===== src/sv/gdd_pkg.sv =====
`timescale 1ns / 1ps
`default_nettype none
// ----------------------------------------------------------------------------
// gdd_pkg: shared constants and calendar tables
// Widths, reset values and month tables for the Gregorian date difference
// block and its lanes.
// ----------------------------------------------------------------------------
package gdd_pkg;

    localparam int YEAR_BITS_DEF  = 12;
    localparam int MAX_YEAR_RESET = 2050;

    localparam int DAY_W   = 5;
    localparam int MONTH_W = 4;
    localparam int DAYS_W  = 21;
    localparam int DAYS_MAX = 2097151;

    // Day-of-year offset plus leap day plus day of month stays below 512
    localparam int DOY_W = 9;

    localparam int DAYS_PER_YEAR = 365;
    localparam int NUM_MONTHS    = 12;
    localparam int FEB           = 2;
    localparam int CENT_DIV      = 25;

    // x / 25 == (x * 5243) >> 17 for every x below 43690
    localparam int RECIP25     = 5243;
    localparam int RECIP_W     = 13;
    localparam int RECIP_SHIFT = 17;

    function automatic logic [DOY_W-1:0] days_before(input logic [MONTH_W-1:0] m);
        logic [DOY_W-1:0] n;
        unique case (m)
            4'd1:    n = 9'd0;
            4'd2:    n = 9'd31;
            4'd3:    n = 9'd59;
            4'd4:    n = 9'd90;
            4'd5:    n = 9'd120;
            4'd6:    n = 9'd151;
            4'd7:    n = 9'd181;
            4'd8:    n = 9'd212;
            4'd9:    n = 9'd243;
            4'd10:   n = 9'd273;
            4'd11:   n = 9'd304;
            4'd12:   n = 9'd334;
            default: n = 9'd0;
        endcase
        return n;
    endfunction

    function automatic logic [DAY_W-1:0] month_len(input logic [MONTH_W-1:0] m,
                                                   input logic leap);
        logic [DAY_W-1:0] n;
        unique case (m)
            4'd1, 4'd3, 4'd5, 4'd7, 4'd8, 4'd10, 4'd12: n = 5'd31;
            4'd4, 4'd6, 4'd9, 4'd11:                    n = 5'd30;
            4'd2:    n = leap ? 5'd29 : 5'd28;
            default: n = 5'd0;
        endcase
        return n;
    endfunction

endpackage

`default_nettype wire


===== src/sv/gdd_lane.sv =====
`timescale 1ns / 1ps
`default_nettype none
// ----------------------------------------------------------------------------
// gdd_lane: one date checker and day-number converter
// Three register stages: constant multiplies, leap test and validity with
// partial sum, final day-number add.
// ----------------------------------------------------------------------------
module gdd_lane #(
    parameter int YEAR_BITS = gdd_pkg::YEAR_BITS_DEF
) (
    input  wire logic                                     clk,
    input  wire logic [YEAR_BITS-1:0]                     max_year,
    input  wire logic [gdd_pkg::DAY_W-1:0]                day,
    input  wire logic [gdd_pkg::MONTH_W-1:0]              month,
    input  wire logic [YEAR_BITS-1:0]                     year,
    output logic                                          ok,
    output logic [YEAR_BITS+gdd_pkg::DOY_W-1:0]           day_num
);
    import gdd_pkg::*;

    localparam int DN_W = YEAR_BITS + DOY_W;
    localparam int Q_W  = YEAR_BITS - 2;
    localparam int P_W  = Q_W + RECIP_W;
    localparam int C_W  = P_W - RECIP_SHIFT;

    // stage 1
    logic [YEAR_BITS-1:0] yr_m1;
    logic [DN_W-1:0]      y365_next, y365_reg;
    logic [Q_W-1:0]       q_next, q_reg;
    logic [Q_W-1:0]       r_next, r_reg;
    logic [P_W-1:0]       mq_next, mq_reg;
    logic [P_W-1:0]       mr_next, mr_reg;
    logic [1:0]           ylo_reg;
    logic [DAY_W-1:0]     d1_reg;
    logic [MONTH_W-1:0]   m1_reg;
    logic                 y_ok_next, y_ok_reg;

    // stage 2
    logic [C_W-1:0]       c100, c400, rd;
    logic [Q_W-1:0]       rem;
    logic                 leap;
    logic [DAY_W-1:0]     len;
    logic                 ok2_next, ok2_reg;
    logic [DN_W-1:0]      base_next, base_reg;
    logic [DOY_W-1:0]     off_next, off_reg;

    // stage 3
    logic [DN_W-1:0]      num_next, num_reg;
    logic                 ok3_reg;

    always_comb
    begin
        yr_m1     = year - YEAR_BITS'(1);
        q_next    = yr_m1[YEAR_BITS-1:2];
        r_next    = year[YEAR_BITS-1:2];
        y365_next = DN_W'(year) * DN_W'(DAYS_PER_YEAR);
        mq_next   = P_W'(q_next) * P_W'(RECIP25);
        mr_next   = P_W'(r_next) * P_W'(RECIP25);
        y_ok_next = (year != '0) && (year <= max_year);
    end

    always_ff @(posedge clk)
    begin
        y365_reg <= y365_next;
        q_reg    <= q_next;
        r_reg    <= r_next;
        mq_reg   <= mq_next;
        mr_reg   <= mr_next;
        ylo_reg  <= year[1:0];
        d1_reg   <= day;
        m1_reg   <= month;
        y_ok_reg <= y_ok_next;
    end

    always_comb
    begin
        c100 = mq_reg[P_W-1:RECIP_SHIFT];
        c400 = c100 >> 2;
        // year / 100 when the year is a multiple of 4
        rd   = mr_reg[P_W-1:RECIP_SHIFT];
        rem  = r_reg - Q_W'(Q_W'(rd) * Q_W'(CENT_DIV));
        leap = (ylo_reg == 2'd0) && ((rem != '0) || (rd[1:0] == 2'd0));
        len  = month_len(m1_reg, leap);
        // month range is checked first; the tables return zero outside it
        ok2_next = y_ok_reg && (m1_reg != '0) && (m1_reg <= MONTH_W'(NUM_MONTHS))
                   && (d1_reg != '0) && (d1_reg <= len);
        base_next = y365_reg + DN_W'(q_reg) - DN_W'(c100) + DN_W'(c400);
        off_next  = days_before(m1_reg) + DOY_W'(d1_reg)
                    + DOY_W'(leap && (m1_reg > MONTH_W'(FEB)));
    end

    always_ff @(posedge clk)
    begin
        ok2_reg  <= ok2_next;
        base_reg <= base_next;
        off_reg  <= off_next;
    end

    assign num_next = base_reg + DN_W'(off_reg);

    always_ff @(posedge clk)
    begin
        ok3_reg <= ok2_reg;
        num_reg <= num_next;
    end

    assign ok      = ok3_reg;
    assign day_num = num_reg;

endmodule

`default_nettype wire


===== src/sv/gdd_merge.sv =====
`timescale 1ns / 1ps
`default_nettype none
// ----------------------------------------------------------------------------
// gdd_merge: combine the two lane results
// Absolute difference of the day numbers with saturation, error flag, and
// the registered result strobe.
// ----------------------------------------------------------------------------
module gdd_merge #(
    parameter int DN_W = gdd_pkg::YEAR_BITS_DEF + gdd_pkg::DOY_W
) (
    input  wire logic                          clk,
    input  wire logic                          rst_n,
    input  wire logic                          in_valid,
    input  wire logic                          ok_a,
    input  wire logic                          ok_b,
    input  wire logic [DN_W-1:0]               num_a,
    input  wire logic [DN_W-1:0]               num_b,
    output logic                               done,
    output logic                               date_error,
    output logic [gdd_pkg::DAYS_W-1:0]         days_between
);
    import gdd_pkg::*;

    localparam int WIDE_W = (DN_W > DAYS_W) ? DN_W : DAYS_W;

    logic [DN_W-1:0]   diff;
    logic [WIDE_W-1:0] diff_wide;
    logic [DAYS_W-1:0] days_next, days_reg;
    logic              err_next, err_reg;
    logic              done_reg;

    always_comb
    begin
        diff      = (num_a > num_b) ? (num_a - num_b) : (num_b - num_a);
        diff_wide = WIDE_W'(diff);
        err_next  = !(ok_a && ok_b);
        if (err_next)
            days_next = '0;
        else if (diff_wide > WIDE_W'(DAYS_MAX))
            days_next = DAYS_W'(DAYS_MAX);
        else
            days_next = DAYS_W'(diff_wide);
    end

    always_ff @(posedge clk or negedge rst_n)
    begin
        if (!rst_n)
            done_reg <= 1'b0;
        else
            done_reg <= in_valid;
    end

    always_ff @(posedge clk)
    begin
        err_reg  <= err_next;
        days_reg <= days_next;
    end

    assign done         = done_reg;
    assign date_error   = err_reg;
    assign days_between = days_reg;

endmodule

`default_nettype wire


===== src/sv/gregorian_date_difference.sv =====
`timescale 1ns / 1ps
`default_nettype none
// ----------------------------------------------------------------------------
// gregorian_date_difference: days between two Gregorian dates
// Two lanes convert the dates to day numbers in parallel; a merge stage
// forms the absolute difference or flags an invalid date.
// The done strobe for a start transfer comes through the lane stages and the merge register.
// Throughput: one date pair per cycle; busy is never raised.
// Results cannot be stalled; each is on the ports for one cycle.
// Reset clears the valid pipeline and sets max_year to 2050.
// ----------------------------------------------------------------------------
module gregorian_date_difference #(
    parameter int YEAR_BITS = gdd_pkg::YEAR_BITS_DEF
) (
    input  wire logic                             clk,
    input  wire logic                             rst_n,
    input  wire logic                             start,
    output logic                                  busy,
    input  wire logic                             cfg_we,
    input  wire logic [YEAR_BITS-1:0]             cfg_wdata,
    input  wire logic [gdd_pkg::DAY_W-1:0]        day_first,
    input  wire logic [gdd_pkg::MONTH_W-1:0]      month_first,
    input  wire logic [YEAR_BITS-1:0]             year_first,
    input  wire logic [gdd_pkg::DAY_W-1:0]        day_second,
    input  wire logic [gdd_pkg::MONTH_W-1:0]      month_second,
    input  wire logic [YEAR_BITS-1:0]             year_second,
    output logic                                  done,
    output logic                                  date_error,
    output logic [gdd_pkg::DAYS_W-1:0]            days_between
);
    import gdd_pkg::*;

    localparam int DN_W = YEAR_BITS + DOY_W;
    localparam int LANE_STAGES = 3;

    logic [YEAR_BITS-1:0]   max_year_reg;
    logic [LANE_STAGES-1:0] vld_reg, vld_next;
    logic                   ok_a, ok_b;
    logic [DN_W-1:0]        num_a, num_b;

    assign busy = 1'b0;

    always_ff @(posedge clk or negedge rst_n)
    begin
        if (!rst_n)
            max_year_reg <= YEAR_BITS'(MAX_YEAR_RESET);
        else if (cfg_we)
            max_year_reg <= cfg_wdata;
    end

    // track which lane stages hold an accepted transfer
    assign vld_next = {vld_reg[LANE_STAGES-2:0], start && !busy};

    always_ff @(posedge clk or negedge rst_n)
    begin
        if (!rst_n)
            vld_reg <= '0;
        else
            vld_reg <= vld_next;
    end

    gdd_lane #(.YEAR_BITS(YEAR_BITS)) u_lane_first (
        .clk      (clk),
        .max_year (max_year_reg),
        .day      (day_first),
        .month    (month_first),
        .year     (year_first),
        .ok       (ok_a),
        .day_num  (num_a)
    );

    gdd_lane #(.YEAR_BITS(YEAR_BITS)) u_lane_second (
        .clk      (clk),
        .max_year (max_year_reg),
        .day      (day_second),
        .month    (month_second),
        .year     (year_second),
        .ok       (ok_b),
        .day_num  (num_b)
    );

    gdd_merge #(.DN_W(DN_W)) u_merge (
        .clk          (clk),
        .rst_n        (rst_n),
        .in_valid     (vld_reg[LANE_STAGES-1]),
        .ok_a         (ok_a),
        .ok_b         (ok_b),
        .num_a        (num_a),
        .num_b        (num_b),
        .done         (done),
        .date_error   (date_error),
        .days_between (days_between)
    );

endmodule

`default_nettype wire


===== config.mk =====
export PLATFORM = sky130hd
export DESIGN_NAME = gregorian_date_difference
export DESIGN_NICKNAME = d
export VERILOG_FILES = /design/src/sv/gdd_pkg.sv /design/src/sv/gdd_lane.sv /design/src/sv/gdd_merge.sv /design/src/sv/gregorian_date_difference.sv
export SDC_FILE = /design/constraint.sdc
export NUM_CORES = 1
export LEC_CHECK = 0
export ABC_AREA = 1
export BUFFER_PORTS_ARGS = -buffer_cell sky130_fd_sc_hd__buf_4
export CAP_MARGIN = 20
export CORE_UTILIZATION = 35
export DETAILED_ROUTE_END_ITERATION = 10
export HOLD_SLACK_MARGIN = 0.03
export PLACE_DENSITY = 0.46
export SYNTH_ARGS = -nofsm -noshare
export SYNTH_HDL_FRONTEND = slang
export SYNTH_SLANG_ARGS = --single-unit
export TNS_END_PERCENT = 5

===== constraint.sdc =====
create_clock -name clk -period 5.65 [get_ports clk]
set_input_delay 1.13 -clock clk [delete_from_list [all_inputs] [get_ports clk]]
set_output_delay 1.13 -clock clk [all_outputs]
set_load 0.005 [all_outputs]

==> flow_summary_export.csv, run 1 <==
group,metric,value,unit
run_status,status,"finished clean",
placed_design,place_ws,-0.375,ns
finish,fin_util,40.7,%
sta,slew_headroom,45.6,%
logic_synthesis,synth-edff-count,0,
sta,finalCriticalPeriod,5.39,ns
sta,fmax,186,MHz
sta,tns,0,ns
grt,grt_max_degree,24,
routing,viasPerCell,4.54,
job,drv_cap,0,
logic_synthesis,ys_top_cells_by_area,"ha_1 25%, dfxtp_1 17%, fa_1 16%",
grt,antenna_found_initial,4,
floorplanning,die_area,91400,um2
sta,finalHoldViolCount,0,
logic_synthesis,synth_area_per_cell,7.88,um2
sta,finalClockSkew,0.0255,ns
finish,drive_gt1_share,8.52,%
placed_design,dp_cells,5389,
floorplanning,floorplan.initialDensity,35.5,%
finish,final_cells,5460,
sta,fin_ws,0.260,ns
routing,ant_nets,0,
routing,wl,80.3,mm
routing,drc,0,
logic_synthesis,syn_nets,4936,
placed_design,dp_hpwl,69.7,mm
logic_synthesis,synth_cells,4007,
placed_design,port_buffers,80,
clock_network,cts_tree,"built",
clock_network,clock_latency,0.58,ns
logic_synthesis,yosysMostFrequentCell,"inv_1",
worst_setup_path,critPathLaunchType,"input port",
floorplanning,core,88900,um2
logic_synthesis,ys_ff_latch,288,
clock_network,cts_sinks,288,
logic_synthesis,synth_commonest_cells,"884 x inv_1, 786 x nand2_1, 622 x ha_1",
routing,routed-via-count,24790,
logic_synthesis,synth_top_area_cell,"ha_1",
hold_path,hold_class,"reg -> reg",
sta,setup_violations,0,
worst_setup_path,endpoint_kind,"flip-flop",
clock_network,path_clk_slew,0.06,ns
sta,final_max_slew_viol_count,0,
floorplanning,die_x,302,um
floorplanning,io-pin-count,82,
sta,rsz0062_at_grt,"true",
finish,fin_nets,5195,
logic_synthesis,synth_area,31600,um2
grt,grt_pass1_wl,133,mm
floorplanning,dieHeight,302,um
grt,overflow,0,
logic_synthesis,synth_cell_types,53,
routing,drt_first_pass_iters,5,
clock_network,numCtsBuffers,40,
sta,min_period_over_period,95.4,%
logic_synthesis,synth-seq-area-share,18.5,%
floorplanning,row_count,109,
finish,synthToLayoutAreaGrowth,14.6,%
worst_setup_path,worstPathArrival,5.85,ns
sta,tightest_slew,0.814,ns
logic_synthesis,synth-main-ff-cell,"dfxtp_1",
worst_setup_path,path_max_fanout,4,
logic_synthesis,netlist.area_leader.share,24.7,%
clock_network,cts_max_path_buffers,3,
worst_setup_path,worstPathRequired,6.11,ns
routing,drtIter0Drc,1087,
logic_synthesis,ys_warn_count,0,
worst_setup_path,crit_type,"in -> reg",
routing,wl_per_cell,14.7,um
grt,grt_pass1_vias,25740,
grt,gr-usage-all-layers,18.3,%
placed_design,place.gp.congestion,0.869,
clock_network,post-cts-setup-buffers,0,
clock_network,cts_root_buf,"clkbuf_16",
clock_network,htreeDepth,2,
logic_synthesis,async_flop_share,5.56,%
worst max-delay path: stages:
cell      delay, ns
buf_4          0.12
inv_2          0.07
ha_1           0.15
nand4_1        0.13
a21boi_2       0.25
nand2_2        0.12
xor2_4         0.15
inv_2          0.06
ha_4           0.28
inv_2          0.05
ha_4           0.21
fa_1           0.50
inv_1          0.05
fa_1           0.49
fa_1           0.43
fa_1           0.49
inv_1          0.06
ha_4           0.26
a21oi_2        0.14
inv_1          0.05
a31oi_1        0.21
o21ai_1        0.12
a21oi_2        0.17
nand2_1        0.07
nand2_1        0.05
nand2_1        0.04
layer usage:
layer / routed length (um) / up-vias / global-route usage, %
met4: 2030 / 0 / 4.79
met2: 36700 / 273 / 31.3
met3: 2080 / 99 / 2.13
met1: 39400 / 11249 / 24.4
met5: 0 / - / 0
li1: - / 13169 / -
area by class of cell:
class                      instances  area (um2)
antenna                            1        2.50
sequential                       288        5850
tap                             1165        1460
inverter                         886        3340
timing repair buffer             234        1760
clock inverter                    15         183
clock buffer                      55        1140
multi-input combinational       2816       22400
fill                            9415       52800
cell families after synthesis:
logic type      count (synthesis)  share of synthesized area [%]
simple gates                 1328                           17.4
compound gates                446                           7.95
buf+inv                       903                           10.9
flops                         288                           18.5
other cells                     1                         0.0119
fa+ha+maj                     871                           40.4
mux                             1                         0.0357
xor+xnor                      169                           4.71
layout by cell type (no fill, tap or decap), types with 9 or more instances in the layout:
cell type	count
o21a_1	9
a21boi_0	10
nor2_1	249
o21ai_0	123
nand2_2	10
o21bai_1	18
clkbuf_16	41
buf_4	234
nor3_1	33
nand3_1	158
ha_1	615
nand2_1	783
inv_2	10
a21oi_1	204
dfxtp_1	272
nor4_1	13
nand4_1	53
fa_1	249
a21o_1	28
inv_1	870
a31oi_1	15
xor2_1	110
dfrtp_1	14
xnor2_1	54
per-stage QoR:
stage	instance area (um2)	hold slack (ns)
after global routing	36200	0.348
final	36200	0.327
after CTS	36100	0.331
after floorplan	31700	0.310
after global placement	34800	0.314
after detailed placement	34800	0.316
worst paths after layout:
path | from | endpoint | slack [ns] | cells after the start
min in group asynchronous | rst_n | max_year_reg[6] | 0.40 | 1
hold reg to reg | u_lane_first.ok2_reg | u_lane_first.ok | 0.33 | 0
setup reg to reg | u_lane_first.mr_reg[18] | u_lane_first.off_reg[8] | 0.65 | 18
setup / recovery | year_second[4] | u_lane_second.mq_reg[21] | 0.26 | 26
max in group asynchronous | rst_n | max_year_reg[1] | 5.00 | 1
hold / removal | u_lane_first.ok2_reg | u_lane_first.ok | 0.33 | 0
what timing repair did:
| item | in CTS | in global routing |
|---|---|---|
| gates resized for setup | 0 | 7 |
| setup endpoints to repair | 0 | 7 |
| hold buffers | 0 | 0 |
Power of run 1 is left out: the tool's default activity adds up to more than one toggle a clock period on the data nets, which glitch-free logic cannot reach.
==> inputs of run 2 (changes only) <==
Settings changed: CORE_MARGIN set to 3, CORE_UTILIZATION 35 to 32, PLACE_DENSITY 0.46 to 0.42.
==> run 2 against run 1 <==
Core utilization shrank 3.0 points. Hold slack lost 0.0012 ns. Non-clock buffer count grew 23. Register-to-register slack lost 0.02 ns. Sequential share of layout area shrank 0.21 points. Via count shrank 0.23%. First-iteration DRC count shrank 23%.
==> flow_summary_export.csv, run 2 (synthesized netlist as in run 1, its figures left out) <==
group,metric,value,unit
run_status,status,"finished clean",
clock_network,cts_resized,0,
finish,fin_nets,5218,
clock_network,numCtsBuffers,40,
sta,hold_slack,0.326,ns
clock_network,cts_hold_buf,0,
sta,final_max_slew_viol_count,0,
grt,overflow,0,
finish,nFillCells,10424,
floorplanning,die_x,320,um
sta,fmax,186,MHz
finish,final_common_cell,"inv_1",
sta,tightest_slew,0.836,ns
routing,ant_nets,0,
worst_setup_path,crit_type,"in -> reg",
job,drv_cap,0,
floorplanning,io-pin-count,82,
routing,wl,83.2,mm
finish,drive_gt1_share,9.21,%
worst_setup_path,worstPathArrival,5.84,ns
worst_setup_path,path_max_fanout,4,
finish,mostFrequentLayoutCells,"869 x inv_1, 781 x nand2_1, 613 x ha_1",
worst_setup_path,worstPathRequired,6.12,ns
floorplanning,die_area,102000,um2
finish,synthToLayoutAreaGrowth,16.1,%
finish,multi_input_area,22500,um2
sta,rsz0062_at_grt,"true",
sta,min_period_over_period,95.0,%
clock_network,cts_sinks,288,
floorplanning,row_count,114,
sta,finalCriticalPeriod,5.37,ns
clock_network,cts_root_buf,"clkbuf_16",
placed_design,dp_hpwl,72.3,mm
grt,gr-usage-all-layers,16.6,%
clock_network,cts_max_path_buffers,3,
clock_network,post-cts-setup-buffers,0,
clock_network,cts_tree,"built",
grt,antenna_found_initial,6,
routing,drtIter0Drc,840,
routing,viasPerCell,4.42,
floorplanning,core,97300,um2
worst_setup_path,critPathLaunchType,"input port",
finish,ff_latch_area,5850,um2
floorplanning,dieHeight,320,um
sta,setup_violations,0,
routing,routed-via-count,24732,
sta,slew_headroom,44.1,%
routing,drc,0,
grt,grt_pass1_wl,136,mm
routing,wl_per_cell,14.9,um
clock_network,clock_latency,0.59,ns
clock_network,htreeDepth,2,
floorplanning,floorplan.initialDensity,32.4,%
sta,finalHoldViolCount,0,
placed_design,place.gp.congestion,0.862,
grt,grt_max_degree,24,
hold_path,hold_class,"reg -> reg",
placed_design,port_buffers,80,
sta,finalClockSkew,0.0190,ns
clock_network,path_clk_slew,0.05,ns
routing,drt_first_pass_iters,6,
worst_setup_path,endpoint_kind,"flip-flop",
grt,grt_pass1_vias,25653,
-- run 2: per-stage QoR --
step	cell area, um2	setup WS [ns]	util [%]	TNS, ns	std cells
after floorplan	31700	-0.00230	-	-0.00230	4007
after global placement	35100	-0.404	36.1	-3.08	5523
after detailed placement	35100	-0.438	36.1	-3.72	5523
after CTS	36600	0.209	37.6	0	5596
after global routing	36600	-0.0324	37.7	-0.0324	5596
final	36700	0.282	37.7	0	5598
-- run 2: final timing paths --
kind	startpoint	to	slack, ns	cells after the start
max in group asynchronous	rst_n	max_year_reg[1]	5.00	1
hold / removal	u_lane_first.ok2_reg	u_lane_first.ok	0.33	0
hold reg to reg	u_lane_first.ok2_reg	u_lane_first.ok	0.33	0
setup reg to reg	u_lane_first.mr_reg[18]	u_lane_first.off_reg[8]	0.63	18
setup / recovery	year_second[4]	u_lane_second.mq_reg[21]	0.28	20
min in group asynchronous	rst_n	max_year_reg[2]	0.39	1
-- run 2: worst max-delay path, cell delays in order --
cell	delay [ns]
buf_4	0.12
inv_2	0.07
ha_1	0.15
nand4_1	0.14
a21boi_2	0.23
xor2_1	0.27
fa_1	0.49
fa_1	0.53
fa_1	0.47
fa_1	0.51
fa_1	0.52
inv_1	0.04
ha_1	0.32
a21o_1	0.21
a31oi_1	0.18
o21ai_1	0.10
a21oi_1	0.19
nand2_1	0.08
nand2_1	0.06
nand2_1	0.05
-- run 2: metal layers --
| layer | wire length (um) | vias up | GRT usage, % |
|---|---|---|---|
| met3 | 2020 | 89 | 1.89 |
| li1 | - | 13227 | - |
| met2 | 37000 | 229 | 27.3 |
| met5 | 0 | - | 0 |
| met4 | 1770 | 0 | 4.08 |
| met1 | 42400 | 11187 | 23.3 |
-- run 2: final cells by class --
cell class / instances / share of cell area (%)
clock inverter: 11 / 0.536
tap: 1276 / 4.36
timing repair buffer: 257 / 5.26
inverter: 886 / 9.13
sequential: 288 / 16.0
clock buffer: 62 / 3.40
antenna: 2 / 0.0137
multi-input combinational: 2816 / 61.4
Power of run 2 is left out for the same reason.
